**src/rtl/pcx_pkg.sv**
```systemverilog
// ---------------------------------------------------------------------------
// PCX RLE encoder package
// Constants, the burst descriptor type and helpers that build bursts.
// ---------------------------------------------------------------------------
package pcx_pkg;

   // coding constants
   localparam logic [7:0] HighValue = 8'd192;
   localparam logic [7:0] CountMark = 8'hC0;
   localparam logic [7:0] HighPair  = 8'hC1;
   localparam logic [5:0] RunLimit  = 6'd63;

   // longest burst one pixel can cause: flush of three plus a high pair
   localparam int MaxBytes   = 5;
   localparam int CntW       = 3;
   localparam int QueueDepth = 4;
   localparam int PtrW       = 2;
   localparam int FillW      = 3;

   // bytes caused by one pixel, oldest in entry zero
   typedef struct packed {
      logic [MaxBytes-1:0][7:0] bytes;
      logic [CntW-1:0]          count;
      logic                     fin;
   } burst_type;

   // append one byte to a burst
   function automatic burst_type push_byte(burst_type b, logic [7:0] x);
      burst_type r;
      r = b;
      r.bytes[b.count] = x;
      r.count = b.count + CntW'(1);
      return r;
   endfunction

   // append the bytes that close a run of cnt pixels of val
   function automatic burst_type flush_run(burst_type b, logic [5:0] cnt, logic [7:0] val);
      burst_type r;
      r = b;
      if (cnt >= 6'd2) begin
         r = push_byte(r, CountMark | {2'b00, cnt - 6'd1});
         r = push_byte(r, val);
      end
      if (cnt != 6'd0) begin
         r = push_byte(r, val);
      end
      return r;
   endfunction

endpackage

```
**src/rtl/pcx_rle_encoder.sv**
```systemverilog
// ---------------------------------------------------------------------------
// PCX RLE encoder
// Run-length codes a stream of 8-bit pixels into the PCX byte stream.
// ---------------------------------------------------------------------------
//   channel | ports                                          | moves
//   --------+------------------------------------------------+----------------
//   req     | req_valid/ready, req_pixel, req_final_pixel    | one pixel
//   rsp     | rsp_valid/ready, rsp_code_byte,                | one coded byte
//           | rsp_last_of_burst, rsp_end_of_image            |
//
// A pixel is taken every cycle while the four-entry burst queue has room.
// Each pixel yields zero to five bytes; the back end sends one byte per
// cycle while rsp_ready is high, so the sustained rate is set by the back end's byte output.
// A stalled response fills the queue and then holds req_ready low.
// Synchronous reset discards any open run and empties the queue.
// ---------------------------------------------------------------------------
module pcx_rle_encoder (
   input  logic       clock,
   input  logic       reset,
   input  logic       req_valid,
   output logic       req_ready,
   input  logic [7:0] req_pixel,
   input  logic       req_final_pixel,
   output logic       rsp_valid,
   input  logic       rsp_ready,
   output logic [7:0] rsp_code_byte,
   output logic       rsp_last_of_burst,
   output logic       rsp_end_of_image
);

   logic               push;
   logic               pop;
   logic               q_full;
   logic               q_valid;
   pcx_pkg::burst_type push_burst;
   pcx_pkg::burst_type q_head;

   // classify pixels and track the open run
   pcx_front u_front (
      .clock           (clock),
      .reset           (reset),
      .req_valid       (req_valid),
      .req_ready       (req_ready),
      .req_pixel       (req_pixel),
      .req_final_pixel (req_final_pixel),
      .q_full          (q_full),
      .push            (push),
      .push_burst      (push_burst)
   );

   // decouple front and back
   pcx_queue u_queue (
      .clock      (clock),
      .reset      (reset),
      .push       (push),
      .push_burst (push_burst),
      .pop        (pop),
      .q_full     (q_full),
      .q_valid    (q_valid),
      .q_head     (q_head)
   );

   // serialize bursts onto the response channel
   pcx_back u_back (
      .clock             (clock),
      .reset             (reset),
      .q_valid           (q_valid),
      .q_head            (q_head),
      .pop               (pop),
      .rsp_valid         (rsp_valid),
      .rsp_ready         (rsp_ready),
      .rsp_code_byte     (rsp_code_byte),
      .rsp_last_of_burst (rsp_last_of_burst),
      .rsp_end_of_image  (rsp_end_of_image)
   );

endmodule

```
**src/rtl/pcx_front.sv**
```systemverilog
// ---------------------------------------------------------------------------
// PCX RLE front end
// Accepts pixels, tracks the open run and turns each pixel into a burst.
// ---------------------------------------------------------------------------
module pcx_front (
   input  logic              clock,
   input  logic              reset,
   input  logic              req_valid,
   output logic              req_ready,
   input  logic [7:0]        req_pixel,
   input  logic              req_final_pixel,
   input  logic              q_full,
   output logic              push,
   output pcx_pkg::burst_type push_burst
);

   logic [7:0]         open_value_ff, open_value_in;
   logic [5:0]         open_count_ff, open_count_in;
   logic               accept;
   logic               is_high;
   logic               run_extends;
   logic [5:0]         next_count;
   pcx_pkg::burst_type burst;

   assign req_ready   = !q_full;
   assign accept      = req_valid && req_ready;
   assign is_high     = req_pixel >= pcx_pkg::HighValue;
   assign run_extends = !is_high && (open_count_ff != 6'd0) && (req_pixel == open_value_ff);
   assign next_count  = open_count_ff + 6'd1;

   // classify the pixel and build its burst
   always_comb begin
      burst         = '0;
      open_count_in = open_count_ff;
      open_value_in = open_value_ff;
      if (is_high) begin
         burst         = pcx_pkg::flush_run(burst, open_count_ff, open_value_ff);
         burst         = pcx_pkg::push_byte(burst, pcx_pkg::HighPair);
         burst         = pcx_pkg::push_byte(burst, req_pixel);
         open_count_in = 6'd0;
      end else if (run_extends) begin
         if (next_count >= pcx_pkg::RunLimit) begin
            burst = pcx_pkg::push_byte(burst,
                       pcx_pkg::CountMark | {2'b00, pcx_pkg::RunLimit - 6'd1});
            burst = pcx_pkg::push_byte(burst, open_value_ff);
            open_count_in = 6'd1;
         end else begin
            open_count_in = next_count;
         end
      end else begin
         burst         = pcx_pkg::flush_run(burst, open_count_ff, open_value_ff);
         open_value_in = req_pixel;
         open_count_in = 6'd1;
      end
      // close the image
      if (req_final_pixel) begin
         burst         = pcx_pkg::flush_run(burst, open_count_in, open_value_in);
         open_count_in = 6'd0;
         open_value_in = 8'd0;
      end
      burst.fin = req_final_pixel;
   end

   assign push       = accept && (burst.count != '0);
   assign push_burst = burst;

   // advance the run state on each accepted request
   always_ff @(posedge clock) begin
      if (reset) begin
         open_value_ff <= 8'd0;
         open_count_ff <= 6'd0;
      end else if (accept) begin
         open_value_ff <= open_value_in;
         open_count_ff <= open_count_in;
      end
   end

endmodule

```
**src/rtl/pcx_queue.sv**
```systemverilog
// ---------------------------------------------------------------------------
// PCX RLE burst queue
// Small FIFO of burst descriptors between the front and back ends.
// ---------------------------------------------------------------------------
module pcx_queue (
   input  logic               clock,
   input  logic               reset,
   input  logic               push,
   input  pcx_pkg::burst_type push_burst,
   input  logic               pop,
   output logic               q_full,
   output logic               q_valid,
   output pcx_pkg::burst_type q_head
);

   pcx_pkg::burst_type                 entries_ff [pcx_pkg::QueueDepth];
   logic [pcx_pkg::PtrW-1:0]           wr_ptr_ff, wr_ptr_in;
   logic [pcx_pkg::PtrW-1:0]           rd_ptr_ff, rd_ptr_in;
   logic [pcx_pkg::FillW-1:0]          fill_ff, fill_in;

   assign q_full  = fill_ff == pcx_pkg::FillW'(pcx_pkg::QueueDepth);
   assign q_valid = fill_ff != '0;
   assign q_head  = entries_ff[rd_ptr_ff];

   // advance pointers and fill level
   always_comb begin
      wr_ptr_in = push ? wr_ptr_ff + pcx_pkg::PtrW'(1) : wr_ptr_ff;
      rd_ptr_in = pop  ? rd_ptr_ff + pcx_pkg::PtrW'(1) : rd_ptr_ff;
      fill_in   = fill_ff;
      if (push && !pop) begin
         fill_in = fill_ff + pcx_pkg::FillW'(1);
      end else if (pop && !push) begin
         fill_in = fill_ff - pcx_pkg::FillW'(1);
      end
   end

   always_ff @(posedge clock) begin
      if (reset) begin
         wr_ptr_ff <= '0;
         rd_ptr_ff <= '0;
         fill_ff   <= '0;
      end else begin
         wr_ptr_ff <= wr_ptr_in;
         rd_ptr_ff <= rd_ptr_in;
         fill_ff   <= fill_in;
      end
   end

   // store the pushed descriptor
   always_ff @(posedge clock) begin
      if (push) begin
         entries_ff[wr_ptr_ff] <= push_burst;
      end
   end

endmodule

```
**src/rtl/pcx_back.sv**
```systemverilog
// ---------------------------------------------------------------------------
// PCX RLE back end
// Shifts each burst out one coded byte per cycle on the response channel while rsp_ready is high.
// ---------------------------------------------------------------------------
module pcx_back (
   input  logic               clock,
   input  logic               reset,
   input  logic               q_valid,
   input  pcx_pkg::burst_type q_head,
   output logic               pop,
   output logic               rsp_valid,
   input  logic               rsp_ready,
   output logic [7:0]         rsp_code_byte,
   output logic               rsp_last_of_burst,
   output logic               rsp_end_of_image
);

   logic [pcx_pkg::MaxBytes-1:0][7:0] bytes_ff, bytes_in;
   logic [pcx_pkg::CntW-1:0]          left_ff, left_in;
   logic                              fin_ff, fin_in;
   logic                              take;
   logic                              on_last;

   assign on_last           = left_ff == pcx_pkg::CntW'(1);
   assign rsp_valid         = left_ff != '0;
   assign rsp_code_byte     = bytes_ff[0];
   assign rsp_last_of_burst = on_last;
   assign rsp_end_of_image  = on_last && fin_ff;
   assign take              = rsp_valid && rsp_ready;
   assign pop               = q_valid && (!rsp_valid || (take && on_last));

   // shift out delivered bytes, load the next burst
   always_comb begin
      bytes_in = bytes_ff;
      left_in  = left_ff;
      fin_in   = fin_ff;
      if (take) begin
         bytes_in = bytes_ff >> 8;
         left_in  = left_ff - pcx_pkg::CntW'(1);
      end
      if (pop) begin
         bytes_in = q_head.bytes;
         left_in  = q_head.count;
         fin_in   = q_head.fin;
      end
   end

   always_ff @(posedge clock) begin
      if (reset) begin
         left_ff <= '0;
      end else begin
         left_ff <= left_in;
      end
   end

   always_ff @(posedge clock) begin
      bytes_ff <= bytes_in;
      fin_ff   <= fin_in;
   end

endmodule

```
**config.mk**
```make
export PLATFORM = sky130hd
export DESIGN_NAME = pcx_rle_encoder
export DESIGN_NICKNAME = d
export VERILOG_FILES = /design/src/rtl/pcx_pkg.sv /design/src/rtl/pcx_rle_encoder.sv /design/src/rtl/pcx_front.sv /design/src/rtl/pcx_queue.sv /design/src/rtl/pcx_back.sv
export SDC_FILE = /design/constraint.sdc
export NUM_CORES = 1
export LEC_CHECK = 0
export ABC_AREA = 0
export BUFFER_PORTS_ARGS = -buffer_cell sky130_fd_sc_hd__buf_4
export CORE_UTILIZATION = 45
export DETAILED_ROUTE_END_ITERATION = 8
export PLACE_DENSITY = 0.7
export SLEW_MARGIN = 20
export SYNTH_ARGS = -nofsm -noshare
export SYNTH_HDL_FRONTEND = slang
export SYNTH_SLANG_ARGS = --single-unit
```
**constraint.sdc**
```tcl
create_clock -name clock -period 9.3 [get_ports clock]
set_input_delay 0 -clock clock [delete_from_list [all_inputs] [get_ports clock]]
set_output_delay 0 -clock clock [all_outputs]
set_load 0.005 [all_outputs]
```
==> flow_metrics.env, run 1 <==
export IMPL_timing_rr_start="u_front.open_count_ff[0]"
export IMPL_start_util_pct=46.2
export IMPL_routed_via_density=6.26
export IMPL_htreeDepth=1
export IMPL_critPathArrivalTime_ns=6.68
export IMPL_worstPathMaxFanout=17
export IMPL_yosys_register_bits=243
export IMPL_overflow=0
export IMPL_ys_seq_area_share_pct=57.9
export IMPL_r2r_cells=24
export IMPL_antenna_found_initial=0
export IMPL_hpwl_um=18900
export IMPL_vdd_drop_max_mv=0.161
export IMPL_antenna_cells=0
export IMPL_cp_required_ns=9.72
export IMPL_reg2reg_slack_ns=3.04
export IMPL_grt_pass1_wl_um=44800
export IMPL_multi_input_area_um2=4710
export IMPL_finalHoldViolations=0
export IMPL_report_final_slew_viol_count=0
export IMPL_fmax_ghz=0.160
export IMPL_status="finished with violations"
export IMPL_setup_violations_final=0
export IMPL_cts_inserted_buffers=23
export IMPL_drt_pre_antenna_iters=8
export IMPL_wirelength_um=28700
export IMPL_grt_max_degree=51
export IMPL_rows=59
export IMPL_syn_area_per_cell_um2=13.4
export IMPL_ys_warn_count=0
export IMPL_syn_area_um2=12200
export IMPL_dieArea_um2=27700
export IMPL_nFillCells=2207
export IMPL_ff_latch_area_um2=7040
export IMPL_wire_per_inst_um=22.9
export IMPL_synthFlopType="edfxtp_1"
export IMPL_ant_nets=0
export IMPL_endpoint="u_queue.fill_ff[2]"
export IMPL_port_buffer_count=24
export IMPL_io_pins=25
export IMPL_syn_inst=907
export IMPL_cts_tree="done"
export IMPL_core_area_um2=26300
export IMPL_utilization_pct=50.6
export IMPL_synth_edf_count=217
export IMPL_die_w_um=166
export IMPL_period_share_pct=67.3
export IMPL_cts_num_sinks=243
export IMPL_drive_gt1_share_pct=19.1
export IMPL_crit_type="register to register"
export IMPL_cp_end_kind="register"
export IMPL_area_growth_pct=9.46
export IMPL_async_reset_ff_share_pct=0
export IMPL_finClkSkew_ns=0.0119
export IMPL_worstMarginPinSlew_ns=1.02
export IMPL_nets=942
export IMPL_fin_tns_setup_ns=0
export IMPL_clk_latency_ns=0.50
export IMPL_crit_start="u_front.open_count_ff[0]"
export IMPL_grt_total_usage_pct=20.8
export IMPL_design_area_um2=13300
export IMPL_power_density_nw_per_um2=239
export IMPL_die_h_um=166
export IMPL_vias=7857
export IMPL_placed_area_um2=12500
export IMPL_synth_nets=944
export IMPL_worstSetupStartpointType="register"
export IMPL_cts_buffer_depth=3
export IMPL_fin_crit_ns=6.26
export IMPL_post_layout_total_power_w=0.00318
export IMPL_synth_distinct_cells=82
export IMPL_max_cap_viol_count=0
export IMPL_clk_pin_slew_ns=0.06
export IMPL_cts_resized_gates=0
export IMPL_worstReg2RegEnd="u_queue.fill_ff[2]"
export IMPL_worst_hold_slack_ns=0.0372
export IMPL_grt_pass1_vias=7627
export IMPL_gp_routability_congestion=0.961
export IMPL_drc=2
export IMPL_clock_root_buffer="clkbuf_16"
export IMPL_slew_headroom_pct=31.1
export IMPL_rsz0062_at_grt="false"
export IMPL_violations="DRC"
export IMPL_hold_path_class="primary input to register"
export IMPL_drt_initial_drc_count=886
export IMPL_leakage_nw=4.52
-- sequential cells by signal, summed over array words and instances (netlist names), 2 cells and up, named ones only --
signal,count
u_queue.entries_ff,176
u_back.bytes_ff,32
u_back.rsp_code_byte,8
u_back.left_ff,3
u_queue.rd_ptr_ff,2
u_queue.fill_ff,3
u_queue.wr_ptr_ff,2
u_front.open_value_ff,8
u_front.open_count_ff,6
-- cell families after synthesis --
logic type	after synthesis	synth area share, %
compound gates	195	12.3
simple gates	234	9.48
mux	90	12.3
buf+inv	94	3.47
fa+ha+maj	24	2.53
xor+xnor	27	2.01
flops	243	57.9
-- worst min path at each step --
| stage | startpoint | to | slack, ns | cells after the start |
|---|---|---|---|---|
| after floorplan | req_final_pixel | u_queue.entries_ff[0][0] | 0.1 | 0 |
| after global placement | reset | u_front.open_count_ff[2] | 0.39 | 2 |
| after detailed placement | reset | u_front.open_count_ff[3] | 0.39 | 2 |
| after CTS | req_final_pixel | u_queue.entries_ff[0][0] | 0.01 | 1 |
| after global routing | req_final_pixel | u_queue.entries_ff[1][0] | 0.03 | 1 |
| final | rsp_ready | u_back.left_ff[1] | 0.04 | 4 |
-- Yosys cell counts, drive strengths merged, types with 8 or more instances --
library cell	number	area [um^2]
mux2	36	405
or3	10	62.6
o211ai	12	95.1
a21oi	48	252
dfxtp	26	521
edfxtp	217	6520
ha	23	288
clkbuf	38	143
xor2	19	174
nor3	18	100
inv	26	100
nand3	19	100
mux2i	10	100
mux4	44	991
nor2	65	244
nand2	54	203
a22oi	22	165
o21ai	21	116
and2	23	144
a32oi	9	78.8
buf	29	174
xnor2	8	70.1
and3	10	67.6
a211oi	11	87.6
-- stage by stage --
| stage | setup slack, ns | instances |
|---|---|---|
| after detailed placement | 3.19 | 1208 |
| after global placement | 3.33 | 1208 |
| final | 3.04 | 1255 |
| after floorplan | 3.44 | 907 |
| after CTS | 3.16 | 1255 |
| after global routing | 2.65 | 1255 |
-- timing repair --
item                                    in CTS  in global routing
setup buffers                                0                  0
hold endpoints to repair                    32                  0
endpoints found under the setup margin       0                  0
hold buffers                                 7                  0
-- report_power, final --
part	internal [W]	switching, W
Clock	0.000509	0.000381
Combinational	0.000350	0.000403
Sequential	0.00145	0.0000888
Total	0.00231	0.000874
-- critical path: stages, from the launching register on --
cell and delay (ns):
dfxtp_1 0.46, inv_1 0.12, ha_1 0.22, or4_1 0.80, ha_1 0.42, and3_1 0.16, a221oi_2 0.32, o31ai_4 0.19
inv_4 0.14, ha_1 0.35, inv_1 0.21, nor2_1 0.07, a211oi_1 0.31, mux2_2 0.29, inv_2 0.08, ha_1 0.28
a32oi_1 0.07, and3_4 0.25, a21oi_4 0.18, ha_1 0.20, inv_1 0.06, fa_1 0.37, xor2_1 0.17, or3_1 0.31
a21oi_1 0.16
-- per-layer routing --
layer / track usage, % / part of all wire [%] / vias up / routed length (um)
met4: 6.96 / 2.8 / 0 / 794
li1: - / - / 3528 / -
met3: 3.17 / 7.6 / 57 / 2190
met1: 29.8 / 43 / 3911 / 12400
met2: 32.7 / 47 / 361 / 13400
met5: 0 / 0 / - / 0
-- cell type report --
cell class,count,share of cell area (%)
clock inverter,13,0.884
tap,335,3.15
clock buffer,27,4.44
multi-input combinational,570,35.4
sequential,243,52.9
timing repair buffer,40,2.39
inverter,27,0.790
-- cell usage in the layout (no fill, tap or decap), types with 23 or more instances in the layout --
master     instances
dfxtp_1           24
mux4_2            44
edfxtp_1         217
mux2_2            36
a21oi_1           46
nor2_1            65
clkbuf_16         23
buf_4             33
ha_1              23
nand2_1           54
(Power assumes the default switching activity.)
==> run 2, diff against run 1 <==
--- a/config.mk
+++ b/config.mk
@@ -9,7 +9,7 @@
 export BUFFER_PORTS_ARGS = -buffer_cell sky130_fd_sc_hd__buf_4
 export CORE_UTILIZATION = 45
 export DETAILED_ROUTE_END_ITERATION = 8
-export PLACE_DENSITY = 0.7
+export PLACE_DENSITY = 0.73
 export SLEW_MARGIN = 20
 export SYNTH_ARGS = -nofsm -noshare
 export SYNTH_HDL_FRONTEND = slang
==> constraint.sdc (replaced) <==
create_clock -name clock -period 5.2 [get_ports clock]
set_input_delay 0 -clock clock [delete_from_list [all_inputs] [get_ports clock]]
set_output_delay 0 -clock clock [all_outputs]
set_load 0.005 [all_outputs]
==> run 2 against run 1 <==
The run still ends with DRC left. Setup slack lost 2.9 ns. Non-clock buffer count grew 26. Global-route usage is 0.55 points higher. Core utilization is 1.7 points higher. Worst hold slack got worse by 0.022 ns. Die area unchanged. Clock-buffer cell count up 1. First-iteration DRC count decreased by 0.34%. Critical path type unchanged.
==> flow_metrics.env, run 2 (same netlist as run 1, synthesis figures left out) <==
export IMPL_wirelength_um=29200
export IMPL_core_area_um2=26300
export IMPL_final_cell_mix="217 x edfxtp_1, 65 x nor2_1, 55 x buf_4"
export IMPL_nFillCells=2149
export IMPL_fin_tns_setup_ns=0
export IMPL_worstSetupStartpointType="register"
export IMPL_die_h_um=166
export IMPL_ff_latch_area_um2=7040
export IMPL_nets=970
export IMPL_antenna_found_initial=0
export IMPL_overflow=0
export IMPL_largest_register="u_queue.entries_ff"
export IMPL_leakage_nw=4.74
export IMPL_largest_reg_flops=176
export IMPL_multi_input_area_um2=4810
export IMPL_grt_pass1_vias=7856
export IMPL_grt_total_usage_pct=21.4
export IMPL_crit_type="register to register"
export IMPL_io_pins=25
export IMPL_area_growth_pct=13.1
export IMPL_fin_crit_ns=5.07
export IMPL_ant_nets=0
export IMPL_endpoint="u_queue.fill_ff[2]"
export IMPL_finClkSkew_ns=0.0109
export IMPL_fmax_ghz=0.197
export IMPL_rows=59
export IMPL_cts_inserted_buffers=25
export IMPL_placed_area_um2=12800
export IMPL_antenna_cells=0
export IMPL_wire_per_inst_um=22.7
export IMPL_post_layout_total_power_w=0.00590
export IMPL_report_final_slew_viol_count=0
export IMPL_worstMarginPinSlew_ns=1.04
export IMPL_dp_cells=1233
export IMPL_worstReg2RegEnd="u_queue.fill_ff[2]"
export IMPL_crit_start="u_front.open_count_ff[3]"
export IMPL_cp_required_ns=5.65
export IMPL_violations="DRC"
export IMPL_cts_num_sinks=243
export IMPL_layout_cells_non_filler=1286
export IMPL_cts_tree="done"
export IMPL_drive_gt1_share_pct=22.7
export IMPL_status="finished with violations"
export IMPL_rsz0062_at_grt="false"
export IMPL_htreeDepth=1
export IMPL_reg_top3="u_queue.entries_ff x176, u_back.bytes_ff x32"
export IMPL_cp_end_kind="register"
export IMPL_vias=7980
export IMPL_worstPathMaxFanout=9
export IMPL_power_density_nw_per_um2=429
export IMPL_vdd_drop_max_mv=0.332
export IMPL_final_common_cell="edfxtp_1"
export IMPL_cts_buffer_depth=3
export IMPL_max_cap_viol_count=0
export IMPL_hold_depth=4
export IMPL_worst_hold_slack_ns=0.0148
export IMPL_clk_latency_ns=0.53
export IMPL_grt_max_degree=47
export IMPL_finalHoldViolations=0
export IMPL_period_share_pct=97.5
export IMPL_port_buffer_count=24
export IMPL_hold_path_class="primary input to register"
export IMPL_reg2reg_slack_ns=0.13
export IMPL_hpwl_um=18800
export IMPL_drc=2
export IMPL_gp_routability_congestion=0.966
export IMPL_clk_pin_slew_ns=0.07
export IMPL_r2r_cells=22
export IMPL_design_area_um2=13700
export IMPL_grt_pass1_wl_um=45800
export IMPL_start_util_pct=46.2
export IMPL_timing_rr_start="u_front.open_count_ff[3]"
export IMPL_routed_via_density=6.21
export IMPL_clock_root_buffer="clkbuf_16"
export IMPL_critPathArrivalTime_ns=5.53
export IMPL_slew_headroom_pct=30.9
export IMPL_die_w_um=166
export IMPL_dieArea_um2=27700
export IMPL_setup_violations_final=0
export IMPL_drt_initial_drc_count=883
export IMPL_drt_pre_antenna_iters=8
[run 2: changes by cell type in the layout (fill, tap and decap cells not counted), sizes merged]
cell,previous run,this run
buf,33,59
clkinv,10,13
bufinv,2,3
clkbuf,27,28
clkinvlp,2,1
inv,26,27
[run 2: worst min path at each step]
stage	start	to
floorplan	req_final_pixel	u_queue.entries_ff[0][0]
global placement	reset	register
detailed placement	u_back.rsp_code_byte[0]	rsp_code_byte[0]
CTS	req_pixel[5]	u_queue.entries_ff[3][41]
global route	req_pixel[5]	u_queue.entries_ff[3][41]
finish	req_pixel[4]	u_front.open_value_ff[4]
[run 2: cell type report]
| type | instances | area share (%) |
|---|---|---|
| Clock buffer | 28 | 4.63 |
| Clock inverter | 17 | 1.18 |
| Inverter | 27 | 0.801 |
| Multi-Input combinational cell | 570 | 35.0 |
| Sequential cell | 243 | 51.2 |
| Tap cell | 335 | 3.05 |
| Timing Repair Buffer | 66 | 4.10 |
[run 2: where the power goes]
| part | internal [W] | total, W | switching [W] |
|---|---|---|---|
| Sequential | 0.00259 | 0.00274 | 0.000157 |
| Combinational | 0.000661 | 0.00141 | 0.000747 |
| Clock | 0.00103 | 0.00175 | 0.000720 |
[run 2: worst max-delay path, cell delays in order (launching register included)]
cell and delay (ns):
dfxtp_1 0.30, or3_1 0.38, or4_1 0.57, ha_4 0.25
and3_4 0.15, a221oi_4 0.30, o31ai_4 0.14, inv_4 0.08
ha_4 0.22, and4_1 0.16, a211oi_2 0.21, mux2_4 0.24
inv_4 0.06, ha_1 0.28, a32oi_1 0.10, and3_4 0.25
a21oi_4 0.19, ha_4 0.17, inv_2 0.04, fa_2 0.34
xor2_1 0.16, or3_1 0.31, a21oi_1 0.12
[run 2: metal layers]
layer / track usage [%] / share of wire, % / vias to the layer above
li1: - / - / 3594
met1: 29.4 / 43 / 3940
met2: 34.9 / 47 / 378
met3: 2.69 / 6.9 / 68
met4: 8.17 / 3.0 / 0
met5: 0 / 0 / -
[run 2: through the flow]
stage | utilization [%] | setup slack (ns)
after floorplan | - | 0.00133
after global placement | 48.8 | 0.232
after detailed placement | 48.9 | 0.0464
after CTS | 52.2 | 0.0129
after global routing | 52.3 | 0.00367
final | 52.3 | 0.129
[run 2: timing repair]
action	CTS	global route
setup buffers	0	1
gates resized for setup	0	7
endpoints found under the setup margin	0	26
hold buffers	7	0
endpoints found under the hold margin	32	0
==> run 3, diff against run 2 <==
--- a/config.mk
+++ b/config.mk
@@ -6,10 +6,11 @@
 export NUM_CORES = 1
 export LEC_CHECK = 0
 export ABC_AREA = 0
-export BUFFER_PORTS_ARGS = -buffer_cell sky130_fd_sc_hd__buf_4
 export CORE_UTILIZATION = 45
 export DETAILED_ROUTE_END_ITERATION = 8
-export PLACE_DENSITY = 0.73
+export DONT_BUFFER_PORTS = 1
+export PLACE_DENSITY = 0.72
+export REMOVE_ABC_BUFFERS = 1
 export SLEW_MARGIN = 20
 export SYNTH_ARGS = -nofsm -noshare
 export SYNTH_HDL_FRONTEND = slang
==> run 3 against run 2 <==
The flow still finishes with violations (DRC). Combinational power decreased by 4%. Register-to-register slack improved by 0.07 ns. Non-clock buffer count increased by 4.
==> flow_metrics.env, run 3 (same netlist as run 1, synthesis figures left out) <==
export IMPL_status="finished with violations"
export IMPL_violations="DRC"
export IMPL_drive_gt1_share_pct=21.3
export IMPL_area_growth_pct=13.4
export IMPL_grt_pass1_wl_um=46800
export IMPL_dp_cells=1220
export IMPL_layout_cells_non_filler=1287
export IMPL_clk_pin_slew_ns=0.07
export IMPL_overflow=0
export IMPL_clock_root_buffer="clkbuf_16"
export IMPL_seqPwrFrac_pct=47.2
export IMPL_rows=59
export IMPL_cp_end_kind="register"
export IMPL_finalHoldViolations=0
export IMPL_routed_via_density=6.30
export IMPL_antenna_cells=0
export IMPL_worstSetupStartpointType="register"
export IMPL_slew_headroom_pct=29.3
export IMPL_core_area_um2=26300
export IMPL_hold_depth=3
export IMPL_power_switching_w=0.00158
export IMPL_setup_violations_final=0
export IMPL_r2r_cells=22
export IMPL_cts_buffer_depth=3
export IMPL_cp_required_ns=5.65
export IMPL_final_cell_mix="217 x edfxtp_1, 65 x nor2_1, 54 x nand2_1"
export IMPL_wire_per_inst_um=23.4
export IMPL_start_util_pct=46.2
export IMPL_hold_path_class="primary input to register"
export IMPL_grt_pass1_vias=7914
export IMPL_worstPathMaxFanout=5
export IMPL_critPathArrivalTime_ns=5.45
export IMPL_nets=973
export IMPL_cts_tree="done"
export IMPL_power_density_nw_per_um2=421
export IMPL_worstMarginPinSlew_ns=1.05
export IMPL_fin_crit_ns=5.01
export IMPL_clk_latency_ns=0.51
export IMPL_p_int_w=0.00422
export IMPL_drt_pre_antenna_iters=8
export IMPL_finClkSkew_ns=0.0101
export IMPL_port_buffer_count=0
export IMPL_wirelength_um=30100
export IMPL_switching_share_pct=27.3
export IMPL_report_final_slew_viol_count=0
export IMPL_fmax_ghz=0.200
export IMPL_ant_nets=0
export IMPL_dieArea_um2=27700
export IMPL_final_common_cell="edfxtp_1"
export IMPL_period_share_pct=96.3
export IMPL_vias=8114
export IMPL_antenna_found_initial=0
export IMPL_die_w_um=166
export IMPL_max_cap_viol_count=0
export IMPL_drt_initial_drc_count=988
export IMPL_grt_total_usage_pct=21.9
export IMPL_cts_inserted_buffers=24
export IMPL_largest_reg_flops=176
export IMPL_utilization_pct=52.4
export IMPL_cts_num_sinks=243
export IMPL_crit_type="register to register"
export IMPL_leakage_nw=4.73
export IMPL_reg_top3="u_queue.entries_ff x176, u_back.bytes_ff x32"
export IMPL_largest_register="u_queue.entries_ff"
export IMPL_grt_max_degree=50
export IMPL_p_comb_share_pct=23.3
export IMPL_power_frac_clock_pct=29.5
export IMPL_fin_tns_setup_ns=0
export IMPL_io_pins=25
export IMPL_vdd_drop_max_mv=0.242
export IMPL_drc=4
export IMPL_htreeDepth=1
export IMPL_gp_routability_congestion=1.01
export IMPL_die_h_um=166
export IMPL_hpwl_um=19400
run 3: layout make-up:
type | count | area [um^2]
sequential | 243 | 7040
inverter | 27 | 105
tap | 335 | 419
clock buffer | 30 | 664
timing repair buffer | 70 | 658
multi-input combinational | 570 | 4770
fill | 2145 | 12500
clock inverter | 12 | 118
run 3: per-layer routing:
| layer | vias to the layer above | global-route usage, % | share of wire [%] |
|---|---|---|---|
| met5 | - | 0 | 0 |
| met4 | 0 | 11.1 | 4.9 |
| met3 | 91 | 3.03 | 8.1 |
| met2 | 394 | 33.6 | 45 |
| met1 | 4035 | 30.6 | 42 |
| li1 | 3594 | - | - |
run 3: path summary, 6_finish.rpt:
| path | from | to | slack, ns |
|---|---|---|---|
| max | u_front.open_count_ff[5] | u_queue.fill_ff[2] | 0.19 |
| min | req_pixel[5] | u_queue.entries_ff[3][33] | 0.02 |
| max reg2reg | u_front.open_count_ff[5] | u_queue.fill_ff[2] | 0.19 |
| min reg2reg | u_queue.rd_ptr_ff[1] | u_queue.rd_ptr_ff[1] | 0.53 |
run 3: repair_timing:
action | CTS | global route
endpoints found under the setup margin | 1 | 13
endpoints found under the hold margin | 126 | 0
gates resized for setup | 1 | 8
setup buffers | 0 | 5
gates cloned | 0 | 0
pin swaps | 0 | 7
hold buffers | 20 | 0
run 3: power groups by stage:
| stage | logic [W] | registers (W) | clock network, W |
|---|---|---|---|
| finish | 0.00135 | 0.00274 | 0.00171 |
| global placement | 0.00128 | 0.00278 | 0 |
| detailed placement | 0.00130 | 0.00279 | 0 |
| floorplan | 0.000951 | 0.00276 | 0 |
| CTS | 0.00135 | 0.00275 | 0.00174 |
| global route | 0.00146 | 0.00278 | 0.00181 |
run 3: worst max-delay path: stages (launching register included):
cell,delay [ns]
dfxtp_1,0.30
or3_1,0.39
or4_4,0.46
ha_4,0.23
and3_1,0.17
a221oi_4,0.31
o31ai_4,0.13
inv_4,0.07
ha_1,0.25
and4_1,0.19
a211oi_2,0.19
mux2_4,0.20
inv_2,0.06
ha_1,0.28
a32oi_1,0.07
and3_4,0.23
a21oi_4,0.18
ha_4,0.16
inv_1,0.04
fa_1,0.36
xor2_1,0.17
or3_1,0.33
a21oi_2,0.15
run 3: metrics by stage:
stage / instance area, um^2 / hold slack (ns) / worst slack [ns] / power (W)
final: 13800 / 0.0240 / 0.195 / 0.00580
after global routing: 13800 / 0.0303 / -0.00952 / 0.00606
after CTS: 13700 / 0.000752 / 0.0353 / 0.00585
after detailed placement: 12700 / 0.0749 / 0.0195 / 0.00409
after global placement: 12700 / 0.0747 / 0.182 / 0.00406
after floorplan: 11800 / 0.0691 / -0.532 / 0.00371
